[src/hdl/efgu_pkg.sv]
package efgu_pkg;

   localparam int TASKS  = 8;
   localparam int GROUPS = 4;
   localparam int TASK_W = (TASKS > 1) ? $clog2(TASKS) : 1;
   localparam int GRP_W  = (GROUPS > 1) ? $clog2(GROUPS) : 1;

   // Operation codes.
   localparam logic [1:0] FN_CREATE = 2'd0;
   localparam logic [1:0] FN_PEND   = 2'd1;
   localparam logic [1:0] FN_POST   = 2'd2;
   localparam logic [1:0] FN_DELETE = 2'd3;

   // Result status codes.
   localparam logic [1:0] STAT_OK      = 2'd0;
   localparam logic [1:0] STAT_INVALID = 2'd1;
   localparam logic [1:0] STAT_NO_FREE = 2'd2;

   // Requested wait modes.
   localparam logic [1:0] REQ_MODE_ALL = 2'd0;
   localparam logic [1:0] REQ_MODE_ANY = 2'd1;

   // Stored wait modes; code 3 never arises and reads as not pending.
   localparam logic [1:0] MODE_NONE = 2'd0;
   localparam logic [1:0] MODE_ALL  = 2'd1;
   localparam logic [1:0] MODE_ANY  = 2'd2;

   typedef enum logic [1:0] {
      ST_IDLE,
      ST_WALK,
      ST_DONE
   } state_type;

   typedef struct packed {
      logic [1:0]  func;
      logic [1:0]  group;
      logic [2:0]  task_req;
      logic [15:0] flag_bits;
      logic [1:0]  wait_mode;
   } req_type;

   typedef struct packed {
      logic [1:0]  status;
      logic [1:0]  group_id;
      logic [7:0]  woken_tasks;
      logic [15:0] flags_now;
   } rsp_type;

   typedef struct packed {
      logic        wake;
      logic [15:0] flags_next;
   } eval_type;

endpackage

[src/hdl/efgu_task_eval.sv]
// Tests one waiting task against a group's flags and works out the
// flags left after the task consumes its matched bits.
module efgu_task_eval (
   input  logic [1:0]          mode,
   input  logic [15:0]         want,
   input  logic [15:0]         flags,
   output efgu_pkg::eval_type  result
);

   logic [15:0] hit;

   assign hit = flags & want;

   always_comb begin
      case (mode)
         efgu_pkg::MODE_ALL: result.wake = (hit == want);
         efgu_pkg::MODE_ANY: result.wake = (hit != 16'd0);
         default:            result.wake = 1'b0;
      endcase
      result.flags_next = result.wake ? (flags & ~hit) : flags;
   end

endmodule

[src/hdl/event_flag_group_unit.sv]
// Event flag group unit. It keeps GROUPS flag groups of 16 bits, a taken bit
// per group, a wait mode per group and task, and a wait mask per task, and
// serves create, pend, post and delete requests with one response each.
// Create, pend, delete and every rejected request go from the idle state
// straight to the done state, which loads the response register. A valid
// post sets the flags when the request is taken; then a single shared task
// evaluator visits the tasks in index order from task 0, one per cycle, so
// that bits consumed by a woken task are gone before the next task is
// tested, and the done state then loads the response. The done state waits
// while the output register still holds a stalled response. The unit takes
// one request at a time; the response sits in an output register, so the
// next request is taken as soon as the previous response has been loaded
// there, even while it still waits to be transferred.
module event_flag_group_unit (
   input  logic               clock,
   input  logic               reset,
   input  logic               req_valid,
   output logic               req_stall,
   input  efgu_pkg::req_type  req_data,
   output logic               rsp_valid,
   input  logic               rsp_stall,
   output efgu_pkg::rsp_type  rsp_data
);

   localparam logic [efgu_pkg::TASK_W-1:0] LAST_TASK =
      efgu_pkg::TASK_W'(efgu_pkg::TASKS - 1);

   efgu_pkg::state_type state_ff, state_in;

   logic [efgu_pkg::TASK_W-1:0] cnt_ff, cnt_in;
   logic [efgu_pkg::GRP_W-1:0]  g_ff, g_in;

   logic [15:0]                 flags_ff [efgu_pkg::GROUPS];
   logic [15:0]                 flags_in [efgu_pkg::GROUPS];
   logic [efgu_pkg::GROUPS-1:0] used_ff, used_in;
   logic [1:0]                  pend_ff  [efgu_pkg::GROUPS][efgu_pkg::TASKS];
   logic [1:0]                  pend_in  [efgu_pkg::GROUPS][efgu_pkg::TASKS];
   logic [15:0]                 mask_ff  [efgu_pkg::TASKS];
   logic [15:0]                 mask_in  [efgu_pkg::TASKS];

   // Response fields gathered while the request is worked on.
   logic [1:0]                 res_status_ff, res_status_in;
   logic [1:0]                 res_gid_ff, res_gid_in;
   logic [efgu_pkg::TASKS-1:0] woken_ff, woken_in;
   logic [15:0]                res_flags_ff, res_flags_in;

   logic              rsp_valid_ff, rsp_valid_in;
   efgu_pkg::rsp_type rsp_data_ff, rsp_data_in;

   logic                       req_accept;
   logic                       rsp_load;
   logic                       group_ok;
   logic                       task_ok;
   logic                       post_walk;
   logic [efgu_pkg::GRP_W-1:0] req_g;
   logic [efgu_pkg::TASK_W-1:0] req_t;
   logic                       free_found;
   logic [efgu_pkg::GRP_W-1:0] free_idx;
   efgu_pkg::eval_type         ev;

   assign req_stall  = (state_ff != efgu_pkg::ST_IDLE);
   assign req_accept = req_valid && !req_stall;
   assign rsp_load   = (state_ff == efgu_pkg::ST_DONE) && (!rsp_valid_ff || !rsp_stall);

   assign req_g     = req_data.group[efgu_pkg::GRP_W-1:0];
   assign req_t     = req_data.task_req[efgu_pkg::TASK_W-1:0];
   assign group_ok  = int'(req_data.group) < efgu_pkg::GROUPS;
   assign task_ok   = int'(req_data.task_req) < efgu_pkg::TASKS;
   assign post_walk = (req_data.func == efgu_pkg::FN_POST) && group_ok &&
                      (req_data.flag_bits != 16'd0);

   // Lowest free group for create.
   always_comb begin
      free_found = 1'b0;
      free_idx   = '0;
      for (int i = efgu_pkg::GROUPS - 1; i >= 0; i--) begin
         if (!used_ff[i]) begin
            free_found = 1'b1;
            free_idx   = efgu_pkg::GRP_W'(i);
         end
      end
   end

   // The one evaluator shared by every step of the post walk.
   efgu_task_eval u_eval (
      .mode   (pend_ff[g_ff][cnt_ff]),
      .want   (mask_ff[cnt_ff]),
      .flags  (flags_ff[g_ff]),
      .result (ev)
   );

   // Next state.
   always_comb begin
      state_in = state_ff;
      unique case (state_ff)
         efgu_pkg::ST_IDLE: begin
            if (req_accept) begin
               state_in = post_walk ? efgu_pkg::ST_WALK : efgu_pkg::ST_DONE;
            end
         end
         efgu_pkg::ST_WALK: begin
            if (cnt_ff == LAST_TASK) begin
               state_in = efgu_pkg::ST_DONE;
            end
         end
         efgu_pkg::ST_DONE: begin
            if (rsp_load) begin
               state_in = efgu_pkg::ST_IDLE;
            end
         end
         default: state_in = efgu_pkg::ST_IDLE;
      endcase
   end

   // Datapath and response register.
   always_comb begin
      cnt_in        = cnt_ff;
      g_in          = g_ff;
      flags_in      = flags_ff;
      used_in       = used_ff;
      pend_in       = pend_ff;
      mask_in       = mask_ff;
      res_status_in = res_status_ff;
      res_gid_in    = res_gid_ff;
      woken_in      = woken_ff;
      res_flags_in  = res_flags_ff;
      rsp_valid_in  = rsp_valid_ff;
      rsp_data_in   = rsp_data_ff;

      unique case (state_ff)
         efgu_pkg::ST_IDLE: begin
            if (req_accept) begin
               res_status_in = efgu_pkg::STAT_OK;
               res_gid_in    = 2'd0;
               woken_in      = '0;
               res_flags_in  = 16'd0;
               g_in          = req_g;
               cnt_in        = '0;
               if (req_data.func == efgu_pkg::FN_CREATE) begin
                  if (free_found) begin
                     used_in[free_idx] = 1'b1;
                     res_gid_in        = 2'(free_idx);
                     res_flags_in      = flags_ff[free_idx];
                  end else begin
                     res_status_in = efgu_pkg::STAT_NO_FREE;
                  end
               end else if (!group_ok) begin
                  res_status_in = efgu_pkg::STAT_INVALID;
               end else begin
                  res_flags_in = flags_ff[req_g];
                  case (req_data.func)
                     efgu_pkg::FN_PEND: begin
                        if (!task_ok || (req_data.wait_mode != efgu_pkg::REQ_MODE_ALL &&
                                         req_data.wait_mode != efgu_pkg::REQ_MODE_ANY)) begin
                           res_status_in = efgu_pkg::STAT_INVALID;
                        end else begin
                           mask_in[req_t] = mask_ff[req_t] | req_data.flag_bits;
                           pend_in[req_g][req_t] =
                              (req_data.wait_mode == efgu_pkg::REQ_MODE_ALL) ?
                              efgu_pkg::MODE_ALL : efgu_pkg::MODE_ANY;
                        end
                     end
                     efgu_pkg::FN_POST: begin
                        if (req_data.flag_bits == 16'd0) begin
                           res_status_in = efgu_pkg::STAT_INVALID;
                        end else begin
                           flags_in[req_g] = flags_ff[req_g] | req_data.flag_bits;
                        end
                     end
                     default: begin
                        for (int t = 0; t < efgu_pkg::TASKS; t++) begin
                           pend_in[req_g][t] = efgu_pkg::MODE_NONE;
                           mask_in[t]        = 16'd0;
                        end
                        used_in[req_g] = 1'b0;
                        woken_in       = '1;
                     end
                  endcase
               end
            end
         end
         efgu_pkg::ST_WALK: begin
            flags_in[g_ff] = ev.flags_next;
            res_flags_in   = ev.flags_next;
            cnt_in         = cnt_ff + 1'b1;
            if (ev.wake) begin
               mask_in[cnt_ff]       = 16'd0;
               pend_in[g_ff][cnt_ff] = efgu_pkg::MODE_NONE;
               woken_in[cnt_ff]      = 1'b1;
            end
         end
         efgu_pkg::ST_DONE: ;
         default: ;
      endcase

      if (rsp_load) begin
         rsp_valid_in            = 1'b1;
         rsp_data_in.status      = res_status_ff;
         rsp_data_in.group_id    = res_gid_ff;
         rsp_data_in.woken_tasks = 8'(woken_ff);
         rsp_data_in.flags_now   = res_flags_ff;
      end else if (rsp_valid_ff && !rsp_stall) begin
         rsp_valid_in = 1'b0;
      end
   end

   always_ff @(posedge clock) begin
      if (reset) begin
         state_ff     <= efgu_pkg::ST_IDLE;
         rsp_valid_ff <= 1'b0;
         used_ff      <= '0;
         for (int g = 0; g < efgu_pkg::GROUPS; g++) begin
            flags_ff[g] <= 16'd0;
            for (int t = 0; t < efgu_pkg::TASKS; t++) begin
               pend_ff[g][t] <= efgu_pkg::MODE_NONE;
            end
         end
         for (int t = 0; t < efgu_pkg::TASKS; t++) begin
            mask_ff[t] <= 16'd0;
         end
      end else begin
         state_ff     <= state_in;
         rsp_valid_ff <= rsp_valid_in;
         used_ff      <= used_in;
         flags_ff     <= flags_in;
         pend_ff      <= pend_in;
         mask_ff      <= mask_in;
      end
   end

   // Payload registers carry no reset.
   always_ff @(posedge clock) begin
      cnt_ff        <= cnt_in;
      g_ff          <= g_in;
      res_status_ff <= res_status_in;
      res_gid_ff    <= res_gid_in;
      woken_ff      <= woken_in;
      res_flags_ff  <= res_flags_in;
      rsp_data_ff   <= rsp_data_in;
   end

   assign rsp_valid = rsp_valid_ff;
   assign rsp_data  = rsp_data_ff;

   // The walk visits the tasks in order, one per cycle.
   a_walk_step: assert property (@(posedge clock) disable iff (reset)
      (state_ff == efgu_pkg::ST_WALK && cnt_ff != LAST_TASK)
      |=> (state_ff == efgu_pkg::ST_WALK && cnt_ff == $past(cnt_ff) + 1'b1))
      else $error("post walk skipped or stopped early");

   // Only a task that is pending on the group can be woken by the walk.
   a_wake_pending: assert property (@(posedge clock) disable iff (reset)
      (state_ff == efgu_pkg::ST_WALK && ev.wake)
      |-> (pend_ff[g_ff][cnt_ff] == efgu_pkg::MODE_ALL ||
           pend_ff[g_ff][cnt_ff] == efgu_pkg::MODE_ANY))
      else $error("woke a task that was not waiting");

   // A new response appears only when the sequencer has finished a request.
   a_rsp_from_done: assert property (@(posedge clock) disable iff (reset)
      $rose(rsp_valid_ff) |-> $past(state_ff == efgu_pkg::ST_DONE))
      else $error("response raised outside the done state");

   // A valid post always enters the walk.
   a_post_walks: assert property (@(posedge clock) disable iff (reset)
      (req_accept && post_walk) |=> (state_ff == efgu_pkg::ST_WALK && cnt_ff == '0))
      else $error("post did not start the task walk");

endmodule
[config.mk]
export PLATFORM = sky130hd
export DESIGN_NAME = event_flag_group_unit
export DESIGN_NICKNAME = d
export VERILOG_FILES = /design/src/hdl/efgu_pkg.sv /design/src/hdl/efgu_task_eval.sv /design/src/hdl/event_flag_group_unit.sv
export SDC_FILE = /design/constraint.sdc
export NUM_CORES = 1
export LEC_CHECK = 0
export BUFFER_PORTS_ARGS = -buffer_cell sky130_fd_sc_hd__buf_4
export CAP_MARGIN = 25
export CORE_AREA = 2 2 191 193
export DETAILED_ROUTE_END_ITERATION = 8
export DIE_AREA = 0 0 193 195
export PLACE_DENSITY_LB_ADDON = 0.08
export SLEW_MARGIN = 20
export SYNTH_ARGS = -nofsm -noshare
export SYNTH_HDL_FRONTEND = slang
export SYNTH_SLANG_ARGS = --single-unit
[constraint.sdc]
create_clock -name clock -period 4.4 [get_ports clock]
set_clock_uncertainty 0.05 [all_clocks]
set_input_delay 0.44 -clock clock [delete_from_list [all_inputs] [get_ports clock]]
set_output_delay 0.44 -clock clock [all_outputs]
set_load 0.01 [all_outputs]
# Word level (Yosys, flattened, before mapping)
# Cells that the tools add are included.
[op_classes] mul=0 div=0 eq_ne=20 bitwise=34 shift=0 add_sub_neg=1 magnitude_cmp=15 mux=117 n_reduce_logical=35
[ops] op="AND 64 bit" count=9
[ops] op="NOT 64 bit" count=9
[ops] op="2-to-1 mux 128 bit" count=4
[ops] op="2-to-1 mux 64 bit" count=8
[ops] op="case mux 128 bit (2 select lines)" count=2
[ops] op="demux 16 bit (select 2 bit)" count=12
[ops] op="case mux 64 bit (2 select lines)" count=3
[ops] op="2-to-1 mux 16 bit" count=23
[ops] op="bitwise mux 64 bit" count=3
[ops] op="AND 128 bit" count=1
[ops] op="binary-select mux 16 bit (select 2 bit)" count=4
[ops] op="bitwise mux 128 bit" count=1
[ops] op="NOT 128 bit" count=1
[ops] op="binary-select mux 16 bit (select 3 bit)" count=2
[ops] op="demux 16 bit (select 3 bit)" count=2
[ops] op="2-to-1 mux 8 bit" count=5
[ops] op="AND 16 bit" count=2
[ops] op="2-to-1 mux 2 bit" count=16
[ops] op="bitwise OR 16 bit" count=2
[ops] op="case mux 16 bit (2 select lines)" count=1
[ops] op="nonzero test 16 bit" count=2
[ops] op="!= test 2 bit (second input constant)" count=9
[ops] op="equality test 16 bit" count=1
[ops] op="zero test 16 bit" count=1
[ops] op="47 further kinds" count=99
[word_totals] regBits=324 mem_bits_rw=0 latch_bits=0 rom_bits=0 inputBits=29 memories=0 out_inout_bits=30

# Logic depth before layout (Yosys ltp)
[depth] ltp_word=18 mapped_depth=20 mapped_depth_nobuf=12

# By module
# From an unflattened synthesis, not the netlist that was laid out.
[unflattened] cells_unflattened=1868 hier_area_um2=17758.3
[by_module_without_submodules] module="event_flag_group_unit" n_inst=1 cells_each=1760 area_each_um2=16844.9
[by_module_without_submodules] module="efgu_task_eval" n_inst=1 cells_each=108 area_each_um2=913.4

# Least setup slack after synthesis
# Ideal clock, no wire load.
[synth_timing] path_type="flip-flop to flip-flop" startpoint="reg g_ff[0] (netlist bit)" endpoint="reg woken_ff[0] (netlist bit), enable pin" setup_slack_ns=-0.045 period_less_slack_ns=4.445 stages_incl_launch_ff=17 required_time_ns=4.021 path_buffers=6 t_arrival_ns=4.066 cell_sequence="edfxtp_1 > clkbuf_1 > buf_1 > buf_1 > mux4_2 > a32oi_1 > and4_1 > inv_1 > ha_1 > nor2b_1 > o221ai_1 > nor3_1 > a2bb2oi_2 > buf_4 > buf_6 > buf_6 > nand2_1"
[synth_between] elab_chain_len=11
[synth_rtl] item="from (decl)" line="event_flag_group_unit.sv:31" rtl="logic [efgu_pkg::GRP_W-1:0] g_ff, g_in;"
[synth_rtl] item="from (signal assigned)" line="event_flag_group_unit.sv:234" rtl="g_ff <= g_in;"
[synth_rtl] item="NOT 2 -> 3 bit (not written as such) *" line="event_flag_group_unit.sv:86, event_flag_group_unit.sv:88"
[synth_rtl] item="binary-select mux 16 bit (select 2 bit)" line="event_flag_group_unit.sv:86" rtl=".mode (pend_ff[g_ff][cnt_ff]),"
[synth_rtl] item="2-to-1 mux 16 bit (not written as such) (2 in a row)" line="event_flag_group_unit.sv:86"
[synth_rtl] item="binary-select mux 2 bit (select 3 bit)" line="event_flag_group_unit.sv:86"
[synth_rtl] item="2-to-1 mux 2 bit (not written as such) (2 in a row)" line="event_flag_group_unit.sv:86"
[synth_rtl] item="equality test 2 bit or equality test 2 x 1 -> 1 bit (tied branches)" line="efgu_task_eval.sv:15" rtl="case (mode)"
[synth_rtl] item="case mux 1 bit (2 select lines) *" line="efgu_task_eval.sv:15"
[synth_rtl] item="!= test 2 bit (no line) *"
[synth_rtl] item="AND reduction 3 bit (no line) *"
[synth_rtl] item="to (signal assigned)" line="event_flag_group_unit.sv:237" rtl="woken_ff <= woken_in;"
[synth_rtl] item="to (decl)" line="event_flag_group_unit.sv:44" rtl="logic [efgu_pkg::TASKS-1:0] woken_ff, woken_in;"
# Every way passes the cells marked *; elsewhere a longest branch is shown, timed or not. The select of a mux whose other input is x is not followed.
# A chain may end at the register's enable or synchronous reset.

# Worst setup path after layout
[layout_timing] startpoint="reg cnt_ff[0] (netlist bit)" endpoint="reg pend_ff[8] (netlist bit)"
[layout_between] elab_chain_len=11
[layout_rtl] item="from (decl)" line="event_flag_group_unit.sv:30" rtl="logic [efgu_pkg::TASK_W-1:0] cnt_ff, cnt_in;"
[layout_rtl] item="from (signal assigned)" line="event_flag_group_unit.sv:233" rtl="cnt_ff <= cnt_in;"
[layout_rtl] item="NOT 3 -> 4 bit (not written as such) *" line="event_flag_group_unit.sv:86, event_flag_group_unit.sv:87, event_flag_group_unit.sv:188"
[layout_rtl] item="greater-or-equal comparator 4 bit (not written as such) or < comparator 4 x 1 -> 1 bit (tied branches)" line="event_flag_group_unit.sv:188" rtl="pend_in[g_ff][cnt_ff] = efgu_pkg::MODE_NONE;"
[layout_rtl] item="logical AND 1 bit (not written as such)" line="event_flag_group_unit.sv:188"
[layout_rtl] item="2-to-1 mux 2 bit (not written as such)" line="event_flag_group_unit.sv:188"
[layout_rtl] item="demux 2 bit (select 3 bit)" line="event_flag_group_unit.sv:188"
[layout_rtl] item="2-to-1 mux 16 bit (not written as such)" line="event_flag_group_unit.sv:188"
[layout_rtl] item="demux 16 bit (select 2 bit)" line="event_flag_group_unit.sv:188"
[layout_rtl] item="NOT 64 bit (no line)"
[layout_rtl] item="AND 64 bit (no line)"
[layout_rtl] item="2-to-1 mux 64 bit" line="event_flag_group_unit.sv:186" rtl="if (ev.wake) begin"
[layout_rtl] item="case mux 64 bit (2 select lines)" line="event_flag_group_unit.sv:130" rtl="unique case (state_ff)"
[layout_rtl] item="to (signal, indexed assignment)" line="event_flag_group_unit.sv:215" rtl="pend_ff[g][t] <= efgu_pkg::MODE_NONE;"
[layout_rtl] item="to (signal assigned)" line="event_flag_group_unit.sv:226" rtl="pend_ff <= pend_in;"
[layout_rtl] item="to (decl)" line="event_flag_group_unit.sv:36" rtl="logic [1:0] pend_ff [efgu_pkg::GROUPS][efgu_pkg::TASKS];"
# Marks and branches as above.

==> results.cfg <==
[logic_synthesis]
synthesis.nets = 2429
synth_cell_types = 66
yosys-top-cells-area = dfxtp_1 26%, edfxtp_1 9.2%, nor2_1 8.6%, mux4_2 7.7%, a21oi_1 7.1%
syn_area_sq_mm = 0.0200
avgSynthCellArea_sq_um = 8.36
yosysTopAreaCell = dfxtp_1
async_flop_share_pct = 0
synth.yosys.warnings = 0
synth_edf_count = 61
synth-seq-area-share_pct = 35.5
synth-seq-cells = 324
netlist.area_leader.share_pct = 26.3
synthCells = 2392
synth-main-ff-cell = dfxtp_1

[timing]
slew_violations = 0
relSlewSlack_pct = 27.7
whs_ns = 0.176
fin_crit_ns = 4.19
fmax_mhz = 238
worst_pin_slew_ns = 1.08
fin_setup_tns_ns = 0
rsz0062_at_grt = false
setup_viol = 0
hold_viol_final = 0
fin_crit_sh_pct = 95.3

[finish]
nNetsFinal = 2441
ff_latch_area_sq_mm = 0.00710
area_growth_pct = 11.9
num-fill-cells = 3107
diodes = 0
multiInputGateArea_sq_mm = 0.0119
drive_gt1_share_pct = 17.6
final_cells = 2893

[global_route]
antenna_found_initial = 0
grt_use_total_pct = 40.0
grt-ovfl-total = 0
grt_start_max_net_pins = 112
grt_pass1_vias = 19283
grt_first_pass_wirelength_microns = 116000

[drt]
drc = 0
dr.pass1.iters = 8
avgRoutedWirePerCell_microns = 26.3
routed_wl_microns = 76200
final_antenna_net_count = 0
drt_iter0_drc = 2980
vias = 20329
via_per_inst = 7.03

[power]
p_int_mw = 5.22
switching_power_mw = 2.15
sw_frac_of_total_pct = 29.2
pwr-share-comb_pct = 15.7
seqPwrFrac_pct = 42.7
p_per_area_mw_per_mm2 = 329
peakVddDrop_uv = 356
p_total_mw = 7.37
clockPowerShare_pct = 41.6
p_leak_nw = 7.67

[worst_setup_path]
path_class = register to register
crit_fanout = 22
endpoint_kind = register
cp-start-kind = register
arrival_ns = 4.60
crit_required_ns = 4.81

[clock_tree]
clkSinkCount = 324
cts_tree = done
cts_root_buffer = clkbuf_16
cts_buffer_depth = 3
holdBufCountCts = 0
clkLatencyLatePin_ns = 0.56
cts_buffers = 38
cts.clk_slew.worst_paths_ns = 0.06
htree_levels = 2

[floorplan]
die_width_microns = 193
fp.dieArea_sq_mm = 0.0376
fp.dieH_microns = 195
start_util_pct = 56.5
core_sq_mm = 0.0354
placementRows = 69
pin_count = 59

[placement]
port_buffers = 58
dpl.hpwl_microns = 47800
placed_cells = 2815
place_congestion = 0.941

[worst_hold_path]
hp-class = input pin to register

[run]
cap_viol_max_count = 0

[run_status]
status = finished, final reports clean
[registers in the layout, indices dropped and copies added, names as in the netlist]
signal         count
used_ff            4
res_flags_ff      16
woken_ff           8
rsp_data          28
flags_ff          64
rsp_valid          1
res_gid_ff         2
mask_ff          128
res_status_ff      2
g_ff               2
cnt_ff             3
state_ff           2
pend_ff           64
[Yosys cell counts, types with 9 or more instances]
library cell	count
buf_6	21
nor3_1	112
and2_1	9
clkbuf_1	165
o21ai_1	10
a222oi_1	15
mux4_2	68
nor2b_1	60
inv_1	22
buf_1	19
o21bai_1	29
o21ai_0	125
buf_2	14
o21a_1	16
or2_2	38
a311oi_1	18
nor2_1	458
o211ai_1	61
nand2_1	47
nand2b_1	30
a21oi_1	284
mux2_2	52
o22ai_1	39
nand3_1	9
a22oi_1	73
edfxtp_1	61
dfxtp_1	263
a211o_1	13
mux2i_1	53
a211oi_1	120
[final timing paths]
| path | from | endpoint | slack, ns | depth (start not counted) |
|---|---|---|---|---|
| worst max register to register | cnt_ff[0] | pend_ff[8] | 0.21 | 12 |
| worst min register to register | res_flags_ff[1] | rsp_data[1] | 0.37 | 0 |
| worst max-delay path | cnt_ff[0] | pend_ff[8] | 0.21 | 12 |
| worst min-delay path | rsp_stall | rsp_valid | 0.18 | 3 |
[critical path: stages (launching register included)]
cell,delay [ns]
edfxtp_1,0.70
mux4_2,0.58
mux2i_1,0.23
buf_4,0.22
nor2_1,0.05
or4_1,0.61
o41ai_4,0.36
buf_4,0.20
a2bb2oi_4,0.21
buf_12,0.19
buf_4,0.24
a21oi_1,0.16
a211oi_1,0.29
[cell families (layout without fill, tap and decap cells)]
| logic type | after synthesis | in the layout | synth area share [%] |
|---|---|---|---|
| AO/OA/AOI/OAI | 841 | 842 | 26.8 |
| adder cells (fa/ha/maj) | 8 | 8 | 0.500 |
| buffers and inverters | 245 | 284 | 5.57 |
| flip-flops | 324 | 324 | 35.5 |
| multiplexers | 177 | 177 | 13.6 |
| AND/OR/NAND/NOR | 797 | 797 | 18.1 |
[routing by layer]
layer	routed length, microns	track usage (%)	vias up	part of all wire, %
met5	0	0	-	0
met4	4100	18.8	0	5.4
met3	10500	11.6	337	14
met2	32900	59.1	1481	43
met1	28600	53.6	9578	38
li1	-	-	8933	-
[cell usage in the layout, fill, tap and decap left out, drive strengths merged, types with 4 or more instances in the layout]
| cell | n |
|---|---|
| a32oi | 8 |
| and3 | 4 |
| mux2 | 52 |
| a221oi | 7 |
| a311oi | 18 |
| clkinv | 8 |
| nand2 | 48 |
| or2 | 38 |
| nor4 | 4 |
| nand3 | 9 |
| o22a | 4 |
| nor3 | 112 |
| a222oi | 15 |
| o22ai | 39 |
| o21ai | 135 |
| o21a | 16 |
| o221ai | 4 |
| mux4 | 68 |
| o21bai | 29 |
| nor2b | 60 |
| a211oi | 120 |
| a211o | 13 |
| nand2b | 30 |
| nor2 | 458 |
| ha | 8 |
| a22oi | 73 |
| mux2i | 57 |
| clkbuf | 61 |
| o211ai | 61 |
| and2 | 9 |
| edfxtp | 61 |
| dfxtp | 263 |
| inv | 23 |
| or3 | 8 |
| a21oi | 284 |
| buf | 192 |
[final cells by class]
type	instances	share of cell area (%)
multi-input cells	1824	53.0
well taps	461	2.58
clock buffers	59	5.01
flip-flops and latches	324	31.7
clock inverters	9	0.207
inverters	22	0.369
repair buffers	194	7.13
[stage by stage]
stage,setup slack (ns),utilization [%],cell area (sq um)
floorplan,0.0362,-,20000
global placement,0.290,59.6,21100
detailed placement,0.222,59.7,21100
CTS,0.186,63.0,22300
global route,0.0503,63.3,22400
finish,0.205,63.3,22400
[power groups by stage]
stage	registers, mW	clock network [mW]	logic [mW]
3_5_place_dp	3.21	0	1.10
3_3_place_gp	3.21	0	1.09
5_1_grt	3.16	3.19	1.21
4_1_cts	3.15	3.06	1.10
6_report	3.15	3.06	1.16
2_1_floorplan	3.20	0	0.678
[timing repair]
item,in CTS,in global routing
gates resized for setup,0,1
buffers inserted,0,4
endpoints found under the setup margin,0,3
(Power assumes the default switching activity.)
